$ cat src/hdl/csvt_pkg.sv
// Shared constants and types for the CSV stream tokenizer.
package csvt_pkg;

   // Size constants
   localparam int MAX_BLANKS = 16;
   localparam int ROW_BITS   = 16;
   localparam int COL_BITS   = 10;
   localparam int PAT_BITS   = 16;
   localparam int BLK_BITS   = $clog2(MAX_BLANKS + 1);

   // Result field widths
   localparam int ROW_W  = 16;
   localparam int COL_W  = 10;
   localparam int BCNT_W = 5;

   typedef logic [ROW_BITS-1:0] row_type;
   typedef logic [COL_BITS-1:0] col_type;
   typedef logic [BLK_BITS-1:0] blanks_type;
   typedef logic [PAT_BITS-1:0] pattern_type;

   // Input opcodes
   localparam logic OP_DATA = 1'b0;
   localparam logic OP_END  = 1'b1;

   // Result kinds
   localparam logic [1:0] KIND_BYTE = 2'd0;
   localparam logic [1:0] KIND_END  = 2'd1;
   localparam logic [1:0] KIND_ERR  = 2'd2;
   localparam logic [1:0] KIND_DONE = 2'd3;

   // Error codes
   localparam logic [1:0] ERR_UNTERM   = 2'd0;
   localparam logic [1:0] ERR_AFTERQ   = 2'd1;
   localparam logic [1:0] ERR_BLANKS   = 2'd2;
   localparam logic [1:0] ERR_POSITION = 2'd3;

   // Characters
   localparam logic [7:0] CH_TAB   = 8'h09;
   localparam logic [7:0] CH_LF    = 8'h0A;
   localparam logic [7:0] CH_CR    = 8'h0D;
   localparam logic [7:0] CH_SPACE = 8'h20;
   localparam logic [7:0] CH_QUOTE = 8'h22;
   localparam logic [7:0] CH_COMMA = 8'h2C;

   // One result beat
   typedef struct packed {
      logic [1:0]        kind;
      logic [ROW_W-1:0]  row;
      logic [COL_W-1:0]  col;
      logic [7:0]        byte_res;
      logic [BCNT_W-1:0] blank_count;
      logic [15:0]       blank_pattern;
      logic [1:0]        error_code;
      logic              last;
   } result_type;

   // What one input beat produces: up to two results
   typedef struct packed {
      logic [1:0] count;
      result_type res0;
      result_type res1;
   } step_type;

endpackage

$ cat src/hdl/csvt_parser.sv
// Tokenizer state and per-byte decode: next state and up to two results.
module csvt_parser (
   input  logic               clock,
   input  logic               reset,
   input  logic               fire,
   input  logic               opcode,
   input  logic [7:0]         data,
   output csvt_pkg::step_type step
);

   // Parser modes
   localparam logic [2:0] M_START  = 3'd0;
   localparam logic [2:0] M_PLAIN  = 3'd1;
   localparam logic [2:0] M_QUOTED = 3'd2;
   localparam logic [2:0] M_QSEEN  = 3'd3;
   localparam logic [2:0] M_AFTERQ = 3'd4;
   localparam logic [2:0] M_HALT   = 3'd5;

   logic [2:0]             mode_ff, mode_in;
   logic                   cr_ff, cr_in;
   csvt_pkg::row_type      row_ff, row_in;
   csvt_pkg::col_type      col_ff, col_in;
   csvt_pkg::blanks_type   pb_ff, pb_in;
   csvt_pkg::pattern_type  ptb_ff, ptb_in;

   logic is_blank, is_sep, is_quote, is_comma;
   logic do_sep, overflow;
   logic [1:0] cnt;
   csvt_pkg::result_type r0, r1, rx;

   function automatic csvt_pkg::result_type mk(
      input logic [1:0]            kind,
      input csvt_pkg::row_type     row,
      input csvt_pkg::col_type     col,
      input logic [7:0]            byte_val,
      input csvt_pkg::blanks_type  bc,
      input csvt_pkg::pattern_type pat,
      input logic [1:0]            code
   );
      csvt_pkg::result_type r;
      r.kind          = kind;
      r.row           = csvt_pkg::ROW_W'(row);
      r.col           = csvt_pkg::COL_W'(col);
      r.byte_res      = byte_val;
      r.blank_count   = csvt_pkg::BCNT_W'(bc);
      r.blank_pattern = 16'(pat);
      r.error_code    = code;
      r.last          = 1'b0;
      return r;
   endfunction

   // Character classes
   assign is_blank = (data == csvt_pkg::CH_SPACE) || (data == csvt_pkg::CH_TAB);
   assign is_comma = (data == csvt_pkg::CH_COMMA);
   assign is_sep   = is_comma || (data == csvt_pkg::CH_CR) || (data == csvt_pkg::CH_LF);
   assign is_quote = (data == csvt_pkg::CH_QUOTE);

   // Decode one beat
   always_comb begin
      mode_in  = mode_ff;
      cr_in    = cr_ff;
      row_in   = row_ff;
      col_in   = col_ff;
      pb_in    = pb_ff;
      ptb_in   = ptb_ff;
      r0       = '0;
      r1       = '0;
      cnt      = 2'd0;
      do_sep   = 1'b0;
      overflow = 1'b0;
      rx       = '0;
      if (opcode == csvt_pkg::OP_END) begin
         case (mode_ff)
            M_START: begin
               if (pb_ff != '0) begin
                  r0  = mk(csvt_pkg::KIND_END, row_ff, col_ff, 8'd0, pb_ff, ptb_ff, 2'd0);
                  cnt = 2'd1;
               end
            end
            M_PLAIN, M_QSEEN, M_AFTERQ: begin
               r0  = mk(csvt_pkg::KIND_END, row_ff, col_ff, 8'd0, '0, '0, 2'd0);
               cnt = 2'd1;
            end
            M_QUOTED: begin
               r0  = mk(csvt_pkg::KIND_ERR, row_ff, col_ff, 8'd0, '0, '0,
                        csvt_pkg::ERR_UNTERM);
               cnt = 2'd1;
            end
            default: ;
         endcase
         // finish mark reports the position before clearing
         rx = mk(csvt_pkg::KIND_DONE, row_ff, col_ff, 8'd0, '0, '0, 2'd0);
         if (cnt == 2'd0) r0 = rx;
         else r1 = rx;
         cnt     = cnt + 2'd1;
         mode_in = M_START;
         cr_in   = 1'b0;
         row_in  = '0;
         col_in  = '0;
         pb_in   = '0;
         ptb_in  = '0;
      end else begin
         cr_in = 1'b0;
         case (mode_ff)
            M_START: begin
               if ((data == csvt_pkg::CH_LF) && cr_ff && (pb_ff == '0)) begin
                  // LF of a CR LF pair
               end else if (is_blank) begin
                  if (32'(pb_ff) >= csvt_pkg::MAX_BLANKS) begin
                     r0      = mk(csvt_pkg::KIND_ERR, row_ff, col_ff, 8'd0, '0, '0,
                                  csvt_pkg::ERR_BLANKS);
                     cnt     = 2'd1;
                     mode_in = M_HALT;
                  end else begin
                     if ((data == csvt_pkg::CH_TAB) && (32'(pb_ff) < csvt_pkg::PAT_BITS))
                        ptb_in = ptb_ff | (csvt_pkg::pattern_type'(1) << pb_ff);
                     pb_in = pb_ff + csvt_pkg::blanks_type'(1);
                  end
               end else if (is_quote) begin
                  pb_in   = '0;
                  ptb_in  = '0;
                  mode_in = M_QUOTED;
               end else if (is_sep) begin
                  if (pb_ff != '0) begin
                     r0  = mk(csvt_pkg::KIND_END, row_ff, col_ff, 8'd0, pb_ff, ptb_ff, 2'd0);
                     cnt = 2'd1;
                  end
                  do_sep = 1'b1;
               end else begin
                  r0      = mk(csvt_pkg::KIND_BYTE, row_ff, col_ff, data, pb_ff, ptb_ff, 2'd0);
                  cnt     = 2'd1;
                  pb_in   = '0;
                  ptb_in  = '0;
                  mode_in = M_PLAIN;
               end
            end
            M_PLAIN: begin
               if (is_sep) begin
                  r0     = mk(csvt_pkg::KIND_END, row_ff, col_ff, 8'd0, '0, '0, 2'd0);
                  do_sep = 1'b1;
               end else begin
                  r0 = mk(csvt_pkg::KIND_BYTE, row_ff, col_ff, data, '0, '0, 2'd0);
               end
               cnt = 2'd1;
            end
            M_QUOTED: begin
               if (is_quote) begin
                  mode_in = M_QSEEN;
               end else begin
                  r0  = mk(csvt_pkg::KIND_BYTE, row_ff, col_ff, data, '0, '0, 2'd0);
                  cnt = 2'd1;
               end
            end
            M_QSEEN, M_AFTERQ: begin
               if (is_quote && (mode_ff == M_QSEEN)) begin
                  // doubled quote stands for one quote
                  r0      = mk(csvt_pkg::KIND_BYTE, row_ff, col_ff, data, '0, '0, 2'd0);
                  cnt     = 2'd1;
                  mode_in = M_QUOTED;
               end else if (is_sep) begin
                  r0     = mk(csvt_pkg::KIND_END, row_ff, col_ff, 8'd0, '0, '0, 2'd0);
                  cnt    = 2'd1;
                  do_sep = 1'b1;
               end else if (is_blank) begin
                  mode_in = M_AFTERQ;
               end else begin
                  r0      = mk(csvt_pkg::KIND_ERR, row_ff, col_ff, 8'd0, '0, '0,
                               csvt_pkg::ERR_AFTERQ);
                  cnt     = 2'd1;
                  mode_in = M_HALT;
               end
            end
            default: mode_in = M_HALT;
         endcase

         // Field or record separator: advance position or flag overflow
         if (do_sep) begin
            overflow = is_comma ? (col_ff == '1) : (row_ff == '1);
            if (overflow) begin
               rx = mk(csvt_pkg::KIND_ERR, row_ff, col_ff, 8'd0, '0, '0,
                       csvt_pkg::ERR_POSITION);
               if (cnt == 2'd0) r0 = rx;
               else r1 = rx;
               cnt     = cnt + 2'd1;
               mode_in = M_HALT;
            end else begin
               pb_in   = '0;
               ptb_in  = '0;
               mode_in = M_START;
               if (is_comma) begin
                  col_in = col_ff + csvt_pkg::col_type'(1);
               end else begin
                  row_in = row_ff + csvt_pkg::row_type'(1);
                  col_in = '0;
                  cr_in  = (data == csvt_pkg::CH_CR);
               end
            end
         end
      end
      r0.last    = (cnt == 2'd1);
      r1.last    = (cnt == 2'd2);
      step.count = cnt;
      step.res0  = r0;
      step.res1  = r1;
   end

   // State registers
   always_ff @(posedge clock) begin
      if (reset) begin
         mode_ff <= M_START;
         cr_ff   <= 1'b0;
         row_ff  <= '0;
         col_ff  <= '0;
         pb_ff   <= '0;
         ptb_ff  <= '0;
      end else if (fire) begin
         mode_ff <= mode_in;
         cr_ff   <= cr_in;
         row_ff  <= row_in;
         col_ff  <= col_in;
         pb_ff   <= pb_in;
         ptb_ff  <= ptb_in;
      end
   end

endmodule

$ cat src/hdl/csv_stream_tokenizer_unit.sv
// Top level of the CSV stream tokenizer: input register, parser, two-entry result queue.
//
// Input channel req_*: one beat is a text byte (req_opcode = 0) or end of
// input (req_opcode = 1), taken when req_valid is high and req_stall low.
// Result channel rsp_*: cell bytes, cell ends, errors and the finish mark,
// each tagged with row and col; rsp_last marks the final result of a beat.
// Beats that produce no result (dropped blanks, quotes, LF after CR) leave
// the result channel quiet.
// A taken beat is held in the input register, decoded by the parser and
// written into the result queue, whose head drives rsp_*.
// Throughput: one beat per cycle while each beat yields at most one result
// and rsp_stall is low; a beat with two results puts both in the two-entry
// result queue, which the single result port drains one result at a time.
// When rsp_stall is held, the queue fills and req_stall rises; nothing is
// lost or reordered. Synchronous reset empties the pipeline and returns the
// parser to field start at row 0, col 0. End of input also returns it there.
module csv_stream_tokenizer_unit (
   input  logic        clock,
   input  logic        reset,
   input  logic        req_valid,
   output logic        req_stall,
   input  logic        req_opcode,
   input  logic [7:0]  req_data,
   output logic        rsp_valid,
   input  logic        rsp_stall,
   output logic [1:0]  rsp_kind,
   output logic [15:0] rsp_row,
   output logic [9:0]  rsp_col,
   output logic [7:0]  rsp_byte_res,
   output logic [4:0]  rsp_blank_count,
   output logic [15:0] rsp_blank_pattern,
   output logic [1:0]  rsp_error_code,
   output logic        rsp_last
);

   logic                 s1_valid_ff, s1_valid_in;
   logic                 s1_op_ff;
   logic [7:0]           s1_data_ff;
   logic                 req_take, pop, adv;
   logic [2:0]           room;
   logic [1:0]           cnt_ff, cnt_in, keep;
   csvt_pkg::result_type slot0_ff, slot0_in, slot1_ff, slot1_in;
   csvt_pkg::step_type   step;

   // Parser
   csvt_parser u_parser (
      .clock  (clock),
      .reset  (reset),
      .fire   (adv),
      .opcode (s1_op_ff),
      .data   (s1_data_ff),
      .step   (step)
   );

   // Flow control
   assign pop       = (cnt_ff != 2'd0) && !rsp_stall;
   assign room      = 3'(2'd2 - cnt_ff) + 3'(pop);
   assign adv       = s1_valid_ff && (3'(step.count) <= room);
   assign req_stall = s1_valid_ff && !adv;
   assign req_take  = req_valid && !req_stall;
   assign s1_valid_in = req_take || (s1_valid_ff && !adv);

   // Input register
   always_ff @(posedge clock) begin
      if (reset) begin
         s1_valid_ff <= 1'b0;
      end else begin
         s1_valid_ff <= s1_valid_in;
      end
   end

   always_ff @(posedge clock) begin
      if (req_take) begin
         s1_op_ff   <= req_opcode;
         s1_data_ff <= req_data;
      end
   end

   // Result queue: shift out the head, append new results behind survivors
   always_comb begin
      slot0_in = slot0_ff;
      slot1_in = slot1_ff;
      keep     = cnt_ff;
      if (pop) begin
         slot0_in = slot1_ff;
         keep     = cnt_ff - 2'd1;
      end
      if (adv) begin
         case (keep)
            2'd0: begin
               slot0_in = step.res0;
               slot1_in = step.res1;
            end
            2'd1: slot1_in = step.res0;
            default: ;
         endcase
      end
      cnt_in = keep + (adv ? step.count : 2'd0);
   end

   always_ff @(posedge clock) begin
      if (reset) begin
         cnt_ff <= 2'd0;
      end else begin
         cnt_ff <= cnt_in;
      end
   end

   always_ff @(posedge clock) begin
      slot0_ff <= slot0_in;
      slot1_ff <= slot1_in;
   end

   // Result ports
   assign rsp_valid         = (cnt_ff != 2'd0);
   assign rsp_kind          = slot0_ff.kind;
   assign rsp_row           = slot0_ff.row;
   assign rsp_col           = slot0_ff.col;
   assign rsp_byte_res      = slot0_ff.byte_res;
   assign rsp_blank_count   = slot0_ff.blank_count;
   assign rsp_blank_pattern = slot0_ff.blank_pattern;
   assign rsp_error_code    = slot0_ff.error_code;
   assign rsp_last          = slot0_ff.last;

   // Checks
   a_cnt_range: assert property (@(posedge clock) disable iff (reset)
      cnt_ff != 2'd3)
      else $error("result queue count out of range");

   a_end_has_done: assert property (@(posedge clock) disable iff (reset)
      (adv && (s1_op_ff == csvt_pkg::OP_END)) |-> (step.count != 2'd0))
      else $error("end of input produced no result");

   a_second_kind: assert property (@(posedge clock) disable iff (reset)
      (adv && (step.count == 2'd2)) |->
         ((step.res1.kind == csvt_pkg::KIND_ERR) || (step.res1.kind == csvt_pkg::KIND_DONE)))
      else $error("second result of a beat is neither error nor finish");

   a_pair_kept: assert property (@(posedge clock) disable iff (reset)
      ((cnt_ff != 2'd0) && !slot0_ff.last) |-> (cnt_ff == 2'd2))
      else $error("head result is not last but its partner is missing");

endmodule

$ cat config.mk
export PLATFORM = sky130hd
export DESIGN_NAME = csv_stream_tokenizer_unit
export DESIGN_NICKNAME = d
export VERILOG_FILES = /design/src/hdl/csvt_pkg.sv /design/src/hdl/csvt_parser.sv /design/src/hdl/csv_stream_tokenizer_unit.sv
export SDC_FILE = /design/constraint.sdc
export NUM_CORES = 1
export LEC_CHECK = 0
export BUFFER_PORTS_ARGS = -buffer_cell sky130_fd_sc_hd__buf_4
export CAP_MARGIN = 0
export CORE_UTILIZATION = 28
export CTS_BUF_LIST = sky130_fd_sc_hd__clkbuf_8
export DETAILED_ROUTE_END_ITERATION = 10
export GPL_TIMING_DRIVEN = 1
export PLACE_DENSITY = 0.47
export SLEW_MARGIN = 20
export SYNTH_ARGS = -nofsm -noshare
export SYNTH_HDL_FRONTEND = slang
export SYNTH_SLANG_ARGS = --single-unit
$ cat constraint.sdc
create_clock -name clock -period 7.15 [get_ports clock]
set_input_delay 1.7875 -clock clock [delete_from_list [all_inputs] [get_ports clock]]
set_output_delay 1.7875 -clock clock [all_outputs]
set_load 0.005 [all_outputs]
* Word level (Yosys, flattened, before mapping)
Cells that the tools add are included.
Widths: inputs -> output; s select.
** Word-level totals
- Register bits after elaboration :: 183
- Output and inout port bits :: 62
** Cells by class
- $add $sub $neg :: 9
- $lt $le $gt $ge :: 3
- Eq/ne operators :: 23
- Shift-type cells :: 1
- Multiplexer cells :: 98
- Bitwise logic cells :: 1
- Reductions and logical operators :: 31
** Operators by type and width (number)
- $mux 60 :: 20
- $pmux 60 s4 :: 1
- $mux 16 :: 14
- $pmux 60 s3 :: 1
- $mux 59 :: 3
- $pmux 60 s2 :: 1
- $mux 58 :: 1
- $mux 5 :: 9
- $mux 10 :: 4
- $mux 3 :: 11
- $eq 8x4->1 const B :: 3
- $eq 8x6->1 const B :: 3
- $mux 2 :: 12
- $mux 1 :: 17
- $add 16x1->16 const B :: 1
- $eq 16x16->1 const B :: 1
- $or 16x16->16 :: 1
- $shl 1x5->16 const A :: 1
- $pmux 3 s4 :: 1
- $add 10x1->10 const B :: 1
- $eq 10x10->1 const B :: 1
- $ne 5x5->1 const B :: 2
- $logic_and 1x1->1 :: 8
- $pmux 2 s4 :: 1
- other kinds (35) :: 48

* Longest topological paths before layout
Gate-level depths: netlist of the first run.
- Depth after elaboration :: 20
- Mapped depth :: 24

* Hierarchy
A second synthesis of the first run with hierarchy kept.
** Unflattened totals
- Cells, all modules :: 1034
- Area, all modules :: 9974.6 um2
** Modules (own cells, without submodules)
- csv_stream_tokenizer_unit :: instances 1, cells an instance 493, area an instance 5764.3 um2, sequential area each 3333.2 um2
- csvt_parser :: instances 1, cells an instance 541, area an instance 4210.3 um2, sequential area each 1021.0 um2

* Worst setup path before layout of the first run
OpenSTA, ideal clock, no wires.
- Path kind :: flip-flop to flip-flop
- Start point :: register u_parser.pb_ff[0]
- End point :: register slot0_ff (netlist bit rsp_row[10])
- Setup time :: 71 ps
- Arrival time :: 6260 ps
- Path slack :: 819 ps
- Cell stages (with the launch flop) :: 23
- Path buffers :: 3
- Period minus slack after synthesis :: 6331 ps
- Path through :: dfxtp_1 inv_1 ha_1 or4b_1 buf_2 o41ai_4 or3_1 buf_6 o211ai_4 ha_1 nor2b_1 nand3_1 a21oi_1 nor2_1 inv_1 ha_1 nor2b_1 o21ai_0 and3_1 nand2_1 nor2_2 buf_2 o2bb2ai_1
** RTL lines
- from (decl) :: line csvt_parser.sv:23 : csvt_pkg::blanks_type pb_ff, pb_in;
- from (signal assigned) :: line csvt_parser.sv:221 : pb_ff <= pb_in;
- to (signal assigned) :: line csv_stream_tokenizer_unit.sv:110 : slot0_ff <= slot0_in;
- to (decl) :: line csv_stream_tokenizer_unit.sv:42 : csvt_pkg::result_type slot0_ff, slot0_in, slot1_ff, slot1_in;

* Final worst setup path of the first run
- Start point :: register u_parser.pb_ff[0]
- End point :: output req_stall
** Between the ends
- Cells in the longest elaborated chain, start to end :: 16
** Ends and longest elaborated chain
- branches (longest 11 deep; another with $ge 5x5->1)
- $mux 2 * :: line csvt_parser.sv:72 : if (opcode == csvt_pkg::OP_END) begin
- $le 2x3->1 * :: line csv_stream_tokenizer_unit.sv:58 : assign adv = s1_valid_ff && (3'(step.count) <= room);
- $logic_and 1x1->1 * :: line csv_stream_tokenizer_unit.sv:58
- $logic_not 1->1 * :: line csv_stream_tokenizer_unit.sv:59 : assign req_stall = s1_valid_ff && !adv;
- $logic_and 1x1->1 * :: line csv_stream_tokenizer_unit.sv:59
- to (decl) :: line csv_stream_tokenizer_unit.sv:21 : output logic req_stall,
Mark *: on every way between the ends. The select of a mux whose other input is x is not followed.

==> results.md, run 1 <==
* Yosys cell types at 76
* Total global routing overflow at 0
* Area of the multi-input gates at approximately 3900 um2
* Clock buffer count from CTS at 17
* Clock skew at 0.0219 ns
* Crit. End Element: output pin
* Worst setup SP type: register
* First-pass GRT wire length at approximately 35 mm
* Pre-CTS setup slack at 0.904 ns
* Root Driver: clkbuf_8
* Initial DRC Count at 406
* Sequential element share of the synthesized area at 51.1%
* Outcome: complete, no violations
* Area leader, netlist: dfxtp_1
* Filler cell count at just over 3,000
* PwrDens at 354 nW/um2
* Most frequent cells in the layout: dfxtp_1, buf_4, nor2_1, edfxtp_1, mux2i_1
* Synth Area per Inst at 10.3 um2
* Number of H-tree levels at 4
* FP Rows at 63
* Diodes inserted at 0
* Syn. warnings at 0
* Post-route minimum period at slightly below 7 ns
* DR vias at 6,265
* Met2 wire len at roughly 9.1 mm
* Vias in the first global route at just over 6,000
* WP data required at 5.36 ns
* WL/cell at 17.1 um
* M1 WL at 11.8 mm
* Die Wd at ~180 um
* Period utilisation layout at 94.6%
* Max Buffers Root-to-Sink at 2
* P&R area growth vs syn at 15.7%
* Netlist Area Pre-Place at 8510 um2
* CP Data Arrival Time at 4.98 ns
* Reg2Reg Setup Slack at 1.01 ns
* HP Class: reg2reg
* Die Y at 176 um
* Remaining DRCs at 0
* Total wire length at 21.9 mm
* Initial antenna violation count at 0
* Share of the synthesized area in the top cell type at 26.8%
* Top Ports at 75
* Post-synth EDFFs at 69
* Routed wl met3 at approximately 670 um
* Highest metal used: met4
* Final Worst Setup Slack at 0.387 ns
* Sink Count at 183
* Core Box Area at 29,800 um2
* Pin count of the biggest net entering global routing at between 50 and 60
* CTS clk-pin slew, worst paths at 0.10 ns
* Port buffer count at 74
* Post-route ant nets at 0
* CTS tree: built
* Hold_buf cts at 0
* RSZ-0062 raised after global routing: false
* First-pass DRT Iterations at 5
* Final setup viols at 0
* Setup_tns at 0 ns
* Fmax at 148 MHz
* Die area at 31,100 um2
* Net count after synthesis at 851
* Slew headroom at 40.6%
* Gr usage total at 14.7%
* Max cap viols at 0
* Via density at 4.89
* Share of layout cells above drive strength 1 at 16.0%
* Post-Syn Instances at 823
* GP Congestion at between 0.8 and 0.9
* Crit-path max FO at 9
* Pleak at around 3.4 nW
* Yosys reg bits at 183
* Post_cts resized at 0
* Synth area leaders: dfxtp_1, edfxtp_1, mux2i_1, o2bb2ai_1, nor2_1
* Peak supply drop at about 140 uV
* Slew @ Worst Pin at 0.890 ns
* Async SR Flop Fraction at 0%
* Setup Buffers After CTS at 0
* Most common cell after layout, fill and taps aside: dfxtp_1
* Ys flop type: dfxtp_1
* Clk_lat worst skew at 0.48 ns
* Final nets at roughly 900
* Register area at approximately 4400 um2
* Final Hold Fails at 0
* Initial core utilization at 28.6%
* WS Path Type: reg2out
* HPWL Detailed at about 15 mm
* Final Slew Violations at 0
[logic make-up (layout without fill, tap and decap cells)]
group | count (synthesis) | after routing | share of synthesized area (%)
AO/OA/AOI/OAI | 199 | 199 | 17.1
XOR/XNOR | 17 | 17 | 1.75
adder cells (fa/ha/maj) | 15 | 15 | 2.20
buffers and inverters | 75 | 143 | 3.72
flip-flops | 183 | 183 | 51.1
multiplexers | 62 | 62 | 7.33
AND/OR/NAND/NOR | 272 | 272 | 16.7
[synth_stat cells, drive strengths merged (4+ instances only)]
cell / instances
a31oi: 13
nor3: 20
nor3b: 4
ha: 15
clkbuf: 40
xor2: 16
mux2i: 59
buf: 13
a21oi: 38
o31ai: 6
or3: 8
nand4: 10
inv: 21
o2bb2ai: 32
and3: 8
nand2b: 4
and2: 28
nor2: 71
o2111ai: 6
nor4: 4
dfxtp: 114
a211oi: 8
o211ai: 9
nor2b: 32
nand3: 15
nand2: 52
o21a: 5
o21ai: 25
edfxtp: 69
o22ai: 25
[state kept, by name (all words and copies together), names as in the netlist, 5 cells and up]
| name | count |
|---|---|
| rsp_blank_count | 5 |
| rsp_blank_pattern | 16 |
| rsp_byte_res | 8 |
| rsp_col | 10 |
| rsp_row | 16 |
| s1_data_ff | 8 |
| slot1_ff | 60 |
| u_parser.col_ff | 10 |
| u_parser.pb_ff | 5 |
| u_parser.ptb_ff | 16 |
| u_parser.row_ff | 16 |
[path summary, 6_finish.rpt]
kind,cells past startpoint,to,start
setup / recovery,17,req_stall,u_parser.pb_ff[0]
hold / removal,2,rsp_blank_pattern[13],u_parser.ptb_ff[13]
hold reg to reg,2,rsp_blank_pattern[13],u_parser.ptb_ff[13]
setup reg to reg,20,u_parser.ptb_ff[7],u_parser.pb_ff[0]
[per-stage QoR]
stage	utilization (%)	instance area, um2	total power [mW]	hold WS, ns	cells
final	33.1	9850	3.49	0.473	1281
after global routing	33.1	9850	3.74	0.511	1281
after CTS	33.1	9850	3.55	0.463	1281
after detailed placement	31.8	9470	2.84	0.468	1250
after global placement	31.8	9470	2.83	0.470	1250
after floorplan	-	8510	2.29	0.446	823
[power breakdown]
group	switching [mW]	internal, mW	leakage (nW)
Combinational	0.748	0.537	1.62
Sequential	0.132	1.37	1.60
Clock	0.409	0.294	0.195
[worst max-delay path, cell delays in order (launching register included)]
cell      delay [ns]
dfxtp_1         0.37
inv_1           0.15
ha_1            0.30
or4b_1          0.62
o41ai_4         0.57
or3_1           0.48
o211ai_4        0.20
ha_1            0.23
nor2b_1         0.14
nand3_1         0.09
a21oi_1         0.07
nor2_1          0.30
inv_1           0.08
ha_1            0.29
nor2b_1         0.14
o211ai_1        0.20
inv_1           0.12
buf_4           0.15
[routing by layer]
metal / vias up / GRT usage, %
li1: 3147 / -
met4: 0 / 4.71
met3: 16 / 2.69
met5: - / 0
met2: 122 / 20.9
met1: 2980 / 22.0
[final cells by class]
type | instances | area share, %
sequential | 183 | 44.2
multi-input combinational | 565 | 39.2
tap | 390 | 4.95
clock buffer | 18 | 2.51
timing repair buffer | 90 | 6.98
inverter | 22 | 0.838
clock inverter | 13 | 1.37
(Power assumes the default switching activity.)
==> inputs of run 2 (changes only) <==
--- a/config.mk
+++ b/config.mk
@@ -5,13 +5,15 @@
 export SDC_FILE = /design/constraint.sdc
 export NUM_CORES = 1
 export LEC_CHECK = 0
+export ABC_CLOCK_PERIOD_IN_PS = 7150
 export BUFFER_PORTS_ARGS = -buffer_cell sky130_fd_sc_hd__buf_4
 export CAP_MARGIN = 0
-export CORE_UTILIZATION = 28
+export CORE_UTILIZATION = 30
 export CTS_BUF_LIST = sky130_fd_sc_hd__clkbuf_8
 export DETAILED_ROUTE_END_ITERATION = 10
+export GPL_ROUTABILITY_DRIVEN = 0
 export GPL_TIMING_DRIVEN = 1
-export PLACE_DENSITY = 0.47
+export PLACE_DENSITY = 0.49
 export SLEW_MARGIN = 20
 export SYNTH_ARGS = -nofsm -noshare
 export SYNTH_HDL_FRONTEND = slang
==> run 2 against run 1 <==
Against the previous run: worst setup slack improved by 0.070 ns; sequential power about the same; first-iteration DRC count increased by 8.1%; global-route usage increased by 0.65 points; critical path depth unchanged; non-clock buffer count increased by 3; combinational power about the same; utilization increased by 2.4 points; hold slack improved by 0.0040 ns; power decreased by 0.30%; largest power group unchanged.
==> results.md, run 2 (synthesis results as in run 1) <==
* CTS clk-pin slew, worst paths at 0.10 ns
* Most common cell after layout, fill and taps aside: dfxtp_1
* Most frequent cells in the layout: dfxtp_1, buf_4, nor2_1, edfxtp_1, mux2i_1
* Clock buffer count from CTS at 17
* Hold_buf cts at 0
* DR vias at between 6,000 and 7,000
* WL/cell at 16.9 um
* WP data required at 5.36 ns
* Max Buffers Root-to-Sink at 2
* Share of layout cells above drive strength 1 at 16.3%
* Final Hold Fails at 0
* Final Slew Violations at 0
* Int Pwr at 2.18 mW
* Post-route ant nets at 0
* Final setup viols at 0
* Remaining DRCs at 0
* Clk_lat worst skew at ~0.47 ns
* M1 WL at 11.1 mm
* CTS tree: built
* Register area at 4350 um2
* Crit-path max FO at 9
* CP Data Arrival Time at 4.91 ns
* HPWL Detailed at 14.6 mm
* Initial core utilization at 30.6%
* Sw Ratio at around 37%
* Pleak at 3.43 nW
* Via density at 4.96
* Number of H-tree levels at 4
* Routed wl met3 at roughly 900 um
* First-pass DRT Iterations at 5
* Top Ports at 75
* Highest metal used: met4
* Vias in the first global route at 5,993
* Final instance count without filler cells at 1,273
* Root Driver: clkbuf_8
* Gr usage total at between 10% and 20%
* WS Path Type: reg2out
* Setup Buffers After CTS at 0
* Fmax at 149 MHz
* Initial antenna violation count at 0
* PwrDens at 353 nW/um2
* Critical path's top delay family: simple AND/OR/NAND/NOR gates
* Clock skew at 0.0213 ns
* Crit. End Element: output pin
* Placed cells at 1,241
* HP Class: reg2reg
* FP Rows at 61
* Initial DRC Count at 439
* Crit path largest cell delay at just over 0.6 ns
* Largest register FFs at 60
* WHS at 0.477 ns
* Diodes inserted at 0
* Final nets at 910
* Core Box Area at 27,900 um2
* Post-route minimum period at 6.69 ns
* Filler cell count at ~2,900
* Slew headroom at 41.7%
* Period utilisation layout at ~94%
* Psw at 1.30 mW
* Logic gate share of total power at 36.6%
* Met2 wire len at 9.32 mm
* Setup_tns at 0 ns
* Total wire length at 21.5 mm
* Clock power frac at 20.1%
* Sequential share of power at 43.2%
* Die area at 29,100 um2
* Area of the multi-input gates at 3850 um2
* Outcome: complete, no violations
* Max cap viols at 0
* Post_cts resized at 0
* Die Wd at ~170 um
* Slew @ Worst Pin at 0.875 ns
* WP buf/inv at 4
* Total global routing overflow at 0
* CP cell instances: inv_1 -> ha_1 -> or4b_1 -> o41ai_4 -> or3_1 -> o211ai_4 -> ha_1 -> nor2b_1 -> nand3_1 -> a21oi_1 -> nor2_1 -> inv_1 -> ha_1 -> nor2b_1 -> o211ai_1 -> inv_1 -> buf_4
* Pin count of the biggest net entering global routing at between 60 and 70
* P&R area growth vs syn at 15.9%
* Die Y at roughly 170 um
* Sink Count at 183
* Worst setup SP type: register
* Peak supply drop at 179 uV
* RSZ-0062 raised after global routing: false
* First-pass GRT wire length at 34.4 mm
* Port buffer count at 74
* Biggest register: slot1_ff
* Crit-path slowest cell: or4b_1
run 2: changes by cell type in the layout (fill, tap and decap cells not counted):
| cell | previous run | this run |
|---|---|---|
| buf_4 | 89 | 92 |
| bufinv_16 | 1 | 0 |
| clkbuf_8 | 18 | 17 |
| clkinv_8 | 0 | 4 |
| inv_6 | 5 | 3 |
| inv_8 | 2 | 3 |
| nand3_1 | 14 | 15 |
| nand3_2 | 1 | 0 |
run 2: metal layers:
layer / vias up / GRT usage, %
met5: - / 0
met4: 0 / 4.15
met3: 12 / 2.84
met2: 144 / 22.4
met1: 2991 / 22.7
li1: 3163 / -
run 2: cell type report:
class                   count  share of cell area [%]
flip-flops and latches    183                    44.1
multi-input cells         565                    39.0
repair buffers             93                    7.20
well taps                 378                    4.79
clock buffers              17                    2.37
clock inverters            15                    1.66
inverters                  22                   0.837
run 2: worst paths after layout:
| check | start | end | slack, ns | cells past startpoint |
|---|---|---|---|---|
| max reg2reg | u_parser.pb_ff[0] | u_parser.ptb_ff[4] | 1.14 | 20 |
| max | u_parser.pb_ff[0] | req_stall | 0.46 | 17 |
| min reg2reg | u_parser.ptb_ff[11] | rsp_blank_pattern[11] | 0.48 | 2 |
| min | u_parser.ptb_ff[11] | rsp_blank_pattern[11] | 0.48 | 2 |
run 2: power by group through the flow:
stage                     Clock, mW  Sequential, mW  Combinational, mW
final                         0.701            1.51               1.28
after global routing          0.768            1.54               1.42
after CTS                     0.729            1.51               1.31
after detailed placement          0            1.54               1.31
after global placement            0            1.54               1.31
after floorplan                   0            1.51              0.775
run 2: worst min-delay path, stage by stage, from the launching register on:
cell	delay (ns)
dfxtp_1	0.32
nand2_1	0.05
o22ai_1	0.06
run 2: stage by stage:
step                total power [mW]  instance area [um2]  utilization [%]  setup slack (ns)
floorplan                       2.29                 8510                -             0.819
global placement                2.85                 9470             34.0              1.05
detailed placement              2.85                 9470             34.0             0.943
CTS                             3.56                 9870             35.4             0.403
global route                    3.73                 9870             35.4            0.0454
finish                          3.48                 9870             35.4             0.457
